File: config.mk
export PLATFORM = sky130hd
export DESIGN_NAME = hsl_to_rgb_converter_top_flat
export DESIGN_NICKNAME = d
export VERILOG_FILES = /design/src/rtl/hsl_pkg.sv /design/src/rtl/hsl_if.sv /design/src/rtl/hsl_prep.sv /design/src/rtl/hsl_chan.sv /design/src/rtl/hsl_to_rgb_converter_top.sv /design/src/flat_wrapper.sv
export SDC_FILE = /design/constraint.sdc
export NUM_CORES = 2
export LEC_CHECK = 0
export ABC_AREA = 0
export BUFFER_PORTS_ARGS = -buffer_cell sky130_fd_sc_hd__buf_2
export CORE_AREA = 2 2 451 453
export CTS_CLUSTER_SIZE = 8
export DETAILED_ROUTE_END_ITERATION = 10
export DIE_AREA = 0 0 453 455
export SETUP_SLACK_MARGIN = 0.2
export SYNTH_ARGS = -nofsm -noshare
export SYNTH_HDL_FRONTEND = slang
export SYNTH_SLANG_ARGS = --single-unit
File: constraint.sdc
create_clock -name clk_i -period 28 [get_ports clk_i]
set_input_delay 1.4 -clock clk_i [delete_from_list [all_inputs] [get_ports clk_i]]
set_output_delay 1.4 -clock clk_i [all_outputs]
set_load 0.03 [all_outputs]
File: src/rtl/hsl_pkg.sv
// shared constants, types and pipeline control for the hsl to rgb converter
// no dependencies; every other file refers to it by scoped names
package hsl_pkg;

  localparam int HueBits   = 16;
  localparam int FracBits  = 16;
  localparam int QW        = FracBits + 1;
  localparam int NumStages = 5;

  localparam logic [QW-1:0]       OneQ           = QW'(65536);
  localparam logic [QW-1:0]       HalfQ          = QW'(32768);
  localparam logic [FracBits-1:0] ThirdQ         = FracBits'(21845);
  localparam logic [FracBits-1:0] TwoThirdsQ     = FracBits'(43691);
  localparam logic [FracBits-1:0] SixthLimit     = FracBits'(10923);
  localparam logic [FracBits-1:0] TwoThirdsLimit = FracBits'(43691);
  localparam logic [18:0]         FourQ          = 19'(262144);
  localparam logic [7:0]          ByteMax        = 8'd255;

  typedef enum logic [1:0] {
    SegRise,
    SegHigh,
    SegFall,
    SegLow
  } ramp_seg_e;

  typedef struct packed {
    ramp_seg_e       seg;
    logic [QW-1:0]   factor;
  } chan_stage_t;

  typedef struct packed {
    logic [NumStages-1:0] en;
  } pipe_en_t;

endpackage

File: src/rtl/hsl_if.sv
// valid/ready channel interfaces for the hsl input word and the rgb output word
// depends on hsl_pkg
interface hsl_in_if;
  logic                         valid;
  logic                         ready;
  logic [hsl_pkg::HueBits-1:0]  hue_turn;
  logic [7:0]                   saturation_level;
  logic [7:0]                   lightness_level;

  modport source (output valid, hue_turn, saturation_level, lightness_level, input ready);
  modport sink   (input valid, hue_turn, saturation_level, lightness_level, output ready);
endinterface

interface hsl_out_if;
  logic       valid;
  logic       ready;
  logic [7:0] red_out;
  logic [7:0] green_out;
  logic [7:0] blue_out;

  modport source (output valid, red_out, green_out, blue_out, input ready);
  modport sink   (input valid, red_out, green_out, blue_out, output ready);
endinterface

File: src/rtl/hsl_prep.sv
// stages one and two: q16 scaling, lightness times saturation, q and p,
// and per-channel ramp segment and slope factor; depends on hsl_pkg
module hsl_prep (
  input  logic                                clk_i,
  input  hsl_pkg::pipe_en_t                   en_i,
  input  logic [hsl_pkg::HueBits-1:0]         hue_i,
  input  logic [7:0]                          sat_i,
  input  logic [7:0]                          lit_i,
  output logic [hsl_pkg::QW-1:0]              p_o,
  output logic [hsl_pkg::QW-1:0]              q_o,
  output logic [hsl_pkg::QW-1:0]              d_o,
  output hsl_pkg::chan_stage_t [2:0]          ch_o
);

  localparam int QW = hsl_pkg::QW;
  localparam int FB = hsl_pkg::FracBits;
  localparam int HB = hsl_pkg::HueBits;

  logic [FB-1:0]   h_d, h_q;
  logic [QW-1:0]   s_d, s_q, l_d, l_q, ls_d, ls_q;
  logic [2*QW-1:0] ls_full;
  logic [HB+FB-1:0] hue_ext;

  logic [QW-1:0]   q_d, q_r, p_d, p_r, d_d, d_r;
  hsl_pkg::chan_stage_t [2:0] ch_d, ch_q;

  // byte * 65536 / 255 is byte * 257 plus one at full scale
  always_comb begin
    hue_ext = {hue_i, FB'(0)};
    h_d     = hue_ext[HB +: FB];
    s_d     = {1'b0, sat_i, sat_i} + QW'(sat_i == 8'hff);
    l_d     = {1'b0, lit_i, lit_i} + QW'(lit_i == 8'hff);
    ls_full = s_d * l_d;
    ls_d    = ls_full[FB +: QW];
  end

  always_ff @(posedge clk_i) begin
    if (en_i.en[0]) begin
      h_q  <= h_d;
      s_q  <= s_d;
      l_q  <= l_d;
      ls_q <= ls_d;
    end
  end

  always_comb begin
    logic [QW:0]     q_sum;
    logic signed [QW+1:0] p_diff;
    logic [FB-1:0]   t [3];
    logic [18:0]     six_t;
    q_sum = (l_q < hsl_pkg::HalfQ) ? ({1'b0, l_q} + {1'b0, ls_q})
                                   : ({1'b0, l_q} + {1'b0, s_q} - {1'b0, ls_q});
    q_d = (q_sum > {1'b0, hsl_pkg::OneQ}) ? hsl_pkg::OneQ : q_sum[QW-1:0];
    p_diff = $signed({1'b0, l_q, 1'b0}) - $signed({2'b00, q_d});
    if (p_diff < 0) begin
      p_d = '0;
    end else if (p_diff > $signed({2'b00, hsl_pkg::OneQ})) begin
      p_d = hsl_pkg::OneQ;
    end else begin
      p_d = p_diff[QW-1:0];
    end
    d_d = (q_d >= p_d) ? (q_d - p_d) : '0;
    t[0] = h_q + hsl_pkg::ThirdQ;
    t[1] = h_q;
    t[2] = h_q + hsl_pkg::TwoThirdsQ;
    for (int i = 0; i < 3; i++) begin
      six_t = 19'(t[i]) * 19'd6;
      if (t[i] < hsl_pkg::SixthLimit) begin
        ch_d[i].seg    = hsl_pkg::SegRise;
        ch_d[i].factor = six_t[QW-1:0];
      end else if (17'(t[i]) < hsl_pkg::HalfQ) begin
        ch_d[i].seg    = hsl_pkg::SegHigh;
        ch_d[i].factor = '0;
      end else if (t[i] < hsl_pkg::TwoThirdsLimit) begin
        ch_d[i].seg    = hsl_pkg::SegFall;
        ch_d[i].factor = 17'(hsl_pkg::FourQ - six_t);
      end else begin
        ch_d[i].seg    = hsl_pkg::SegLow;
        ch_d[i].factor = '0;
      end
    end
  end

  always_ff @(posedge clk_i) begin
    if (en_i.en[1]) begin
      q_r  <= q_d;
      p_r  <= p_d;
      d_r  <= d_d;
      ch_q <= ch_d;
    end
  end

  assign p_o  = p_r;
  assign q_o  = q_r;
  assign d_o  = d_r;
  assign ch_o = ch_q;

endmodule

File: src/rtl/hsl_chan.sv
// stages three to five for one color channel: slope multiply, ramp value,
// scale by 255 to a byte; depends on hsl_pkg
module hsl_chan (
  input  logic                     clk_i,
  input  hsl_pkg::pipe_en_t        en_i,
  input  hsl_pkg::chan_stage_t     ch_i,
  input  logic [hsl_pkg::QW-1:0]   p_i,
  input  logic [hsl_pkg::QW-1:0]   q_i,
  input  logic [hsl_pkg::QW-1:0]   d_i,
  output logic [7:0]               byte_o
);

  localparam int QW = hsl_pkg::QW;
  localparam int FB = hsl_pkg::FracBits;

  logic [2*QW-1:0]    prod_d, prod_q;
  hsl_pkg::ramp_seg_e seg_q;
  logic [QW-1:0]      p_q, q_q;
  logic [QW-1:0]      v_d, v_q;
  logic [7:0]         byte_d, byte_q;

  assign prod_d = d_i * ch_i.factor;

  always_ff @(posedge clk_i) begin
    if (en_i.en[2]) begin
      prod_q <= prod_d;
      seg_q  <= ch_i.seg;
      p_q    <= p_i;
      q_q    <= q_i;
    end
  end

  always_comb begin
    logic [QW:0] sum;
    sum = {1'b0, p_q} + prod_q[FB +: QW+1];
    case (seg_q)
      hsl_pkg::SegRise, hsl_pkg::SegFall: begin
        v_d = (sum > (QW+1)'(hsl_pkg::OneQ)) ? hsl_pkg::OneQ : sum[QW-1:0];
      end
      hsl_pkg::SegHigh: v_d = q_q;
      hsl_pkg::SegLow:  v_d = p_q;
      default:          v_d = p_q;
    endcase
  end

  always_ff @(posedge clk_i) begin
    if (en_i.en[3]) begin
      v_q <= v_d;
    end
  end

  always_comb begin
    logic [QW+7:0] scaled;
    logic [QW+7-FB:0] top;
    scaled = {v_q, 8'h00} - {8'h00, v_q};
    top    = scaled[QW+7:FB];
    byte_d = (top > (QW+8-FB)'(hsl_pkg::ByteMax)) ? hsl_pkg::ByteMax : top[7:0];
  end

  always_ff @(posedge clk_i) begin
    if (en_i.en[4]) begin
      byte_q <= byte_d;
    end
  end

  assign byte_o = byte_q;

endmodule

File: src/rtl/hsl_to_rgb_converter_top.sv
// hsl to rgb converter top level: stage valid bits, stall control, gray bypass
// depends on hsl_pkg, hsl_if, hsl_prep and hsl_chan
//
// usage:
//   hsl_i  takes one word per cycle unless stalled: hue_turn (fraction of a
//          turn), saturation_level and lightness_level (255 is full scale)
//   rgb_o  returns one word per input word: red_out, green_out, blue_out
//   a word moves on a rising clock edge with valid and ready both high
//   a word passes every registered stage from input acceptance to output valid;
//   throughput is one word per cycle unless stalled, set by the five-stage
//   pipeline, one 17x17 multiply in stage one, one per channel in stage three
//   each stage keeps its own valid bit and loads whenever it is empty or the
//   stage after it moves, so bubbles close up while the receiver stalls;
//   hsl_i.ready drops only once all five stages hold words
//   a stalled output word holds its value until taken
//   zero saturation returns lightness on all three channels
//   reset empties the pipeline; no words are lost or repeated
module hsl_to_rgb_converter_top (
  input  logic             clk_i,
  input  logic             rst_ni,
  hsl_in_if.sink           hsl_i,
  hsl_out_if.source        rgb_o
);

  localparam int NS = hsl_pkg::NumStages;
  localparam int QW = hsl_pkg::QW;

  hsl_pkg::pipe_en_t          en;
  logic [NS-1:0]              vld_d, vld_q;
  logic [NS-1:0]              gray_q;
  logic [7:0]                 lit_q [NS];
  logic [QW-1:0]              p, q, d;
  hsl_pkg::chan_stage_t [2:0] ch;
  logic [7:0]                 chan_byte [3];

  always_comb begin
    en.en[NS-1] = !vld_q[NS-1] || rgb_o.ready;
    for (int k = NS - 2; k >= 0; k--) begin
      en.en[k] = !vld_q[k] || en.en[k+1];
    end
    vld_d = vld_q;
    if (en.en[0]) begin
      vld_d[0] = hsl_i.valid;
    end
    for (int k = 1; k < NS; k++) begin
      if (en.en[k]) begin
        vld_d[k] = vld_q[k-1];
      end
    end
  end

  always_ff @(posedge clk_i or negedge rst_ni) begin
    if (!rst_ni) begin
      vld_q <= '0;
    end else begin
      vld_q <= vld_d;
    end
  end

  // gray bypass travels beside the color path
  always_ff @(posedge clk_i) begin
    if (en.en[0]) begin
      gray_q[0] <= (hsl_i.saturation_level == 8'h00);
      lit_q[0]  <= hsl_i.lightness_level;
    end
    for (int k = 1; k < NS; k++) begin
      if (en.en[k]) begin
        gray_q[k] <= gray_q[k-1];
        lit_q[k]  <= lit_q[k-1];
      end
    end
  end

  hsl_prep u_prep (
    .clk_i (clk_i),
    .en_i  (en),
    .hue_i (hsl_i.hue_turn),
    .sat_i (hsl_i.saturation_level),
    .lit_i (hsl_i.lightness_level),
    .p_o   (p),
    .q_o   (q),
    .d_o   (d),
    .ch_o  (ch)
  );

  for (genvar c = 0; c < 3; c++) begin : g_chan
    hsl_chan u_chan (
      .clk_i  (clk_i),
      .en_i   (en),
      .ch_i   (ch[c]),
      .p_i    (p),
      .q_i    (q),
      .d_i    (d),
      .byte_o (chan_byte[c])
    );
  end

  assign hsl_i.ready     = en.en[0];
  assign rgb_o.valid     = vld_q[NS-1];
  assign rgb_o.red_out   = gray_q[NS-1] ? lit_q[NS-1] : chan_byte[0];
  assign rgb_o.green_out = gray_q[NS-1] ? lit_q[NS-1] : chan_byte[1];
  assign rgb_o.blue_out  = gray_q[NS-1] ? lit_q[NS-1] : chan_byte[2];

endmodule

File: src/flat_wrapper.sv
// flat-port wrapper written by rule: the top's interface ports become plain ports
module hsl_to_rgb_converter_top_flat 
  (clk_i, rst_ni, hsl_i_valid, hsl_i_hue_turn, hsl_i_saturation_level, hsl_i_lightness_level, hsl_i_ready, rgb_o_valid, rgb_o_red_out, rgb_o_green_out, rgb_o_blue_out, rgb_o_ready);
  hsl_in_if hsl_i_i ();
  hsl_out_if rgb_o_i ();
  input  logic clk_i;
  input  logic rst_ni;
  input wire logic [$bits(hsl_i_i.valid)-1:0] hsl_i_valid;
  input wire logic [$bits(hsl_i_i.hue_turn)-1:0] hsl_i_hue_turn;
  input wire logic [$bits(hsl_i_i.saturation_level)-1:0] hsl_i_saturation_level;
  input wire logic [$bits(hsl_i_i.lightness_level)-1:0] hsl_i_lightness_level;
  output wire logic [$bits(hsl_i_i.ready)-1:0] hsl_i_ready;
  output wire logic [$bits(rgb_o_i.valid)-1:0] rgb_o_valid;
  output wire logic [$bits(rgb_o_i.red_out)-1:0] rgb_o_red_out;
  output wire logic [$bits(rgb_o_i.green_out)-1:0] rgb_o_green_out;
  output wire logic [$bits(rgb_o_i.blue_out)-1:0] rgb_o_blue_out;
  input wire logic [$bits(rgb_o_i.ready)-1:0] rgb_o_ready;
  assign hsl_i_i.valid = hsl_i_valid;
  assign hsl_i_i.hue_turn = hsl_i_hue_turn;
  assign hsl_i_i.saturation_level = hsl_i_saturation_level;
  assign hsl_i_i.lightness_level = hsl_i_lightness_level;
  assign hsl_i_ready = hsl_i_i.ready;
  assign rgb_o_valid = rgb_o_i.valid;
  assign rgb_o_red_out = rgb_o_i.red_out;
  assign rgb_o_green_out = rgb_o_i.green_out;
  assign rgb_o_blue_out = rgb_o_i.blue_out;
  assign rgb_o_i.ready = rgb_o_ready;
  hsl_to_rgb_converter_top u_core (.clk_i(clk_i), .rst_ni(rst_ni), .hsl_i(hsl_i_i), .rgb_o(rgb_o_i));
endmodule
==> metrics.md <==
| Metric | Value |
|---|---|
| CTS tree | `built` |
| Layout cells sized above 1 | `4.11%` |
| Critical Path RT | `~28 ns` |
| Drt drc | `0` |
| CORE AREA | `0.201 mm^2` |
| Bufs and invs on worst path | `2` |
| Detail Placement HPWL | `121 mm` |
| Fin. Hold Viols | `0` |
| Post-synth EDFFs | `386` |
| Main synth FF type | `edfxtp_1` |
| Final nets | `7,917` |
| Dpl cells | `8,935` |
| Initial Util | `29.9%` |
| Cell Area, Synth | `approximately 0.06 mm^2` |
| IO Count | `62` |
| Maxcap violations | `0` |
| Vias in the first global route | `46,960` |
| CTS Buf Count | `just under 60` |
| Most frequent cell after synthesis | `inv_1` |
| Post-Synthesis Cells | `~6,400` |
| FF+latch count, synth | `391` |
| Vias per cell | `4.83` |
| Async SR Flop Fraction | `1.28%` |
| Clk slew on worst S/H paths | `0.06 ns` |
| Drt initial violations | `2,598` |
| Die area | `0.206 mm^2` |
| Syn avg cell area | `9.41 um^2` |
| # clock sinks | `391` |
| Final period util | `38.5%` |
| Seq/Total Area, Yosys | `19.5%` |
| Util after Layout | `around a third` |
| Path type of the worst min-delay path | `flip-flop to flip-flop` |
| Fmax | `92.7 MHz` |
| Clk_lat worst skew | `0.67 ns` |
| Slowest CP cell | `fa_1` |
| Syn Nets | `7,990` |
| Clk_skew | `0.0591 ns` |
| Post-synth top cells | `1,241 x inv_1, 879 x nand2_1, 868 x fa_1` |
| CP max stage delay | `0.55 ns` |
| Routed wire per std cell | `17.3 um` |
| Top Family by Delay on Critical Path | `compound AO/OA/AOI/OAI gates` |
| Post-CTS sizing | `0` |
| Chip Width | `453 um` |
| Largest net degree at the start of global routing | `79` |
| YS warnings | `0` |
| Outcome | `completed` |
| Num rows | `165` |
| Setup TNS | `0 ns` |
| Max clock buf depth | `3` |
| Antenna violations before repair | `5` |
| Die height | `about 460 um` |
| Routed Antenna Nets | `0` |
| CTS Root Cell | `clkbuf_16` |
| CP Capture Type | `flip-flop` |
| Leading area contributor after synthesis | `fa_1` |
| Total wire length | `156 mm` |
| Finished Layout Cells | `between 9,000 and 10,000` |
| Fin crit period | `10.79 ns` |
| Crit path max fanout | `16` |
| Critical setup path kind | `flip-flop to flip-flop` |
| Area contributors post-synth | `fa_1 29%, edfxtp_1 19%, ha_1 14%` |
| Most frequent cell on the critical path | `o21ai_0` |
| Post-synthesis cell type count | `83` |
| Slew HR | `17.6%` |
| IO Port Bufs | `61` |
| Startpoint type of the worst setup path | `flip-flop` |
| Final setup fails | `0` |
| Tightest Pin Transition | `~1.2 ns` |
| Postcts setup bufs | `0` |
| GRT Total Usage | `between 10% and 20%` |
| RSZ-0062 raised after global routing | `false` |
| Maximum level of the CTS H-tree | `2` |
| Global route total overflow | `0` |
| First-pass GRT wire length | `~260 mm` |
| Fill cells | `20,630` |
| Hold_ws | `0.407 ns` |
| Synth top area share | `28.9%` |
| Arr. time, crit path | `between 10 and 15 ns` |
| CTS Hold Buffers Added | `0` |
| DR pass1 iterations | `5` |
| Vias after detailed routing | `approximately 44,000` |
| Synthesis-to-finish area growth | `7.98%` |
| Final GP Congestion | `0.902` |
| Slew Viols, Final | `0` |
metal layers:
metal / GRT usage (%) / wire length, um / vias to the layer above
met4: 4.61 / 4580 / 2
met2: 27.2 / 76500 / 1068
met1: 19.9 / 67100 / 22055
met3: 1.65 / 7760 / 235
met5: 0 / 18 / -
li1: - / - / 20263
layout by cell type (no fill, tap or decap), drive strengths merged, types with 23 or more instances in the layout:
cell type,count
nand4,28
fa,868
and2,346
clkbuf,75
nand2b,37
edfxtp,386
a21oi,200
xnor2,167
nand3,65
xor2,85
o21a,36
nor3,84
a21o,106
a31oi,23
ha,690
or3,28
inv,1241
a211oi,24
mux2,51
and3,58
buf,103
a22o,38
nor2,241
nand2,879
nor2b,40
o21ai,156
path summary, 6_finish.rpt:
kind                                            from                        endpoint  slack, ns  cells past startpoint
worst max register to register  u_core.u_prep.l_q[1]           u_core.u_prep.d_o[14]      17.21                     40
worst min register to register  u_core.u_prep.q_o[7]  u_core.g_chan[0].u_chan.q_q[7]       0.41                      0
worst min-delay path            u_core.u_prep.q_o[7]  u_core.g_chan[0].u_chan.q_q[7]       0.41                      0
min in group asynchronous                     rst_ni                 u_core.vld_q[4]       0.54                      1
worst max-delay path            u_core.u_prep.l_q[1]           u_core.u_prep.d_o[14]      17.21                     40
max in group asynchronous                     rst_ni                 u_core.vld_q[1]      27.32                      1
sequential cells by signal (all words and copies together) (netlist names):
signal and flops:
u_core.g_chan.u_chan.byte_o 24, u_core.g_chan.u_chan.p_q 17, u_core.g_chan.u_chan.prod_q 54, u_core.g_chan.u_chan.q_q 17, u_core.g_chan.u_chan.seg_q 6, u_core.g_chan.u_chan.v_q 51
u_core.gray_q 5, u_core.lit_q 40, u_core.u_prep.ch_o 54, u_core.u_prep.d_o 17, u_core.u_prep.h_q 16, u_core.u_prep.l_q 17
u_core.u_prep.ls_q 17, u_core.u_prep.p_o 17, u_core.u_prep.q_o 17, u_core.u_prep.s_q 17, u_core.vld_q 5
stage by stage:
stage | cell area [um^2] | setup slack (ns)
after detailed placement | 63300 | 17.22
after global routing | 65000 | 16.14
after CTS | 65000 | 17.21
final | 65000 | 17.21
after global placement | 63300 | 17.45
after floorplan | 60200 | 18.69
cells by family after synthesis:
group | after synthesis | synth area share [%]
and+or+nand+nor | 1886 | 14.8
muxes | 66 | 1.20
DFF | 391 | 19.5
buffers and inverters | 1479 | 9.24
AOI/OAI and AO/OA | 764 | 8.45
adders and majority gates | 1558 | 43.2
xor gates and xnor gates | 252 | 3.67
layout make-up:
cell class | instances | area [um^2] | share of cell area, %
antenna | 4 | 10.0 | 0.0154
clock buffer | 75 | 1520 | 2.33
clock inverter | 11 | 186 | 0.287
inverter | 1243 | 4670 | 7.18
multi-input combinational | 4526 | 42900 | 66.1
sequential | 391 | 11700 | 18.0
tap | 2672 | 3340 | 5.14
timing repair buffer | 103 | 621 | 0.955
worst register-to-register path: cells and delay by family, from the launching register on:
kind	cells	cell delay [ns]
flops	1	0.41
buf+inv	2	0.16
xor+xnor	2	0.59
fa+ha+maj	5	1.92
simple gates	8	1.92
mux	1	0.22
compound gates	22	5.32
Power is left out: the tool's default activity adds up to more than one toggle a clock period on the data nets, which glitch-free logic cannot reach.
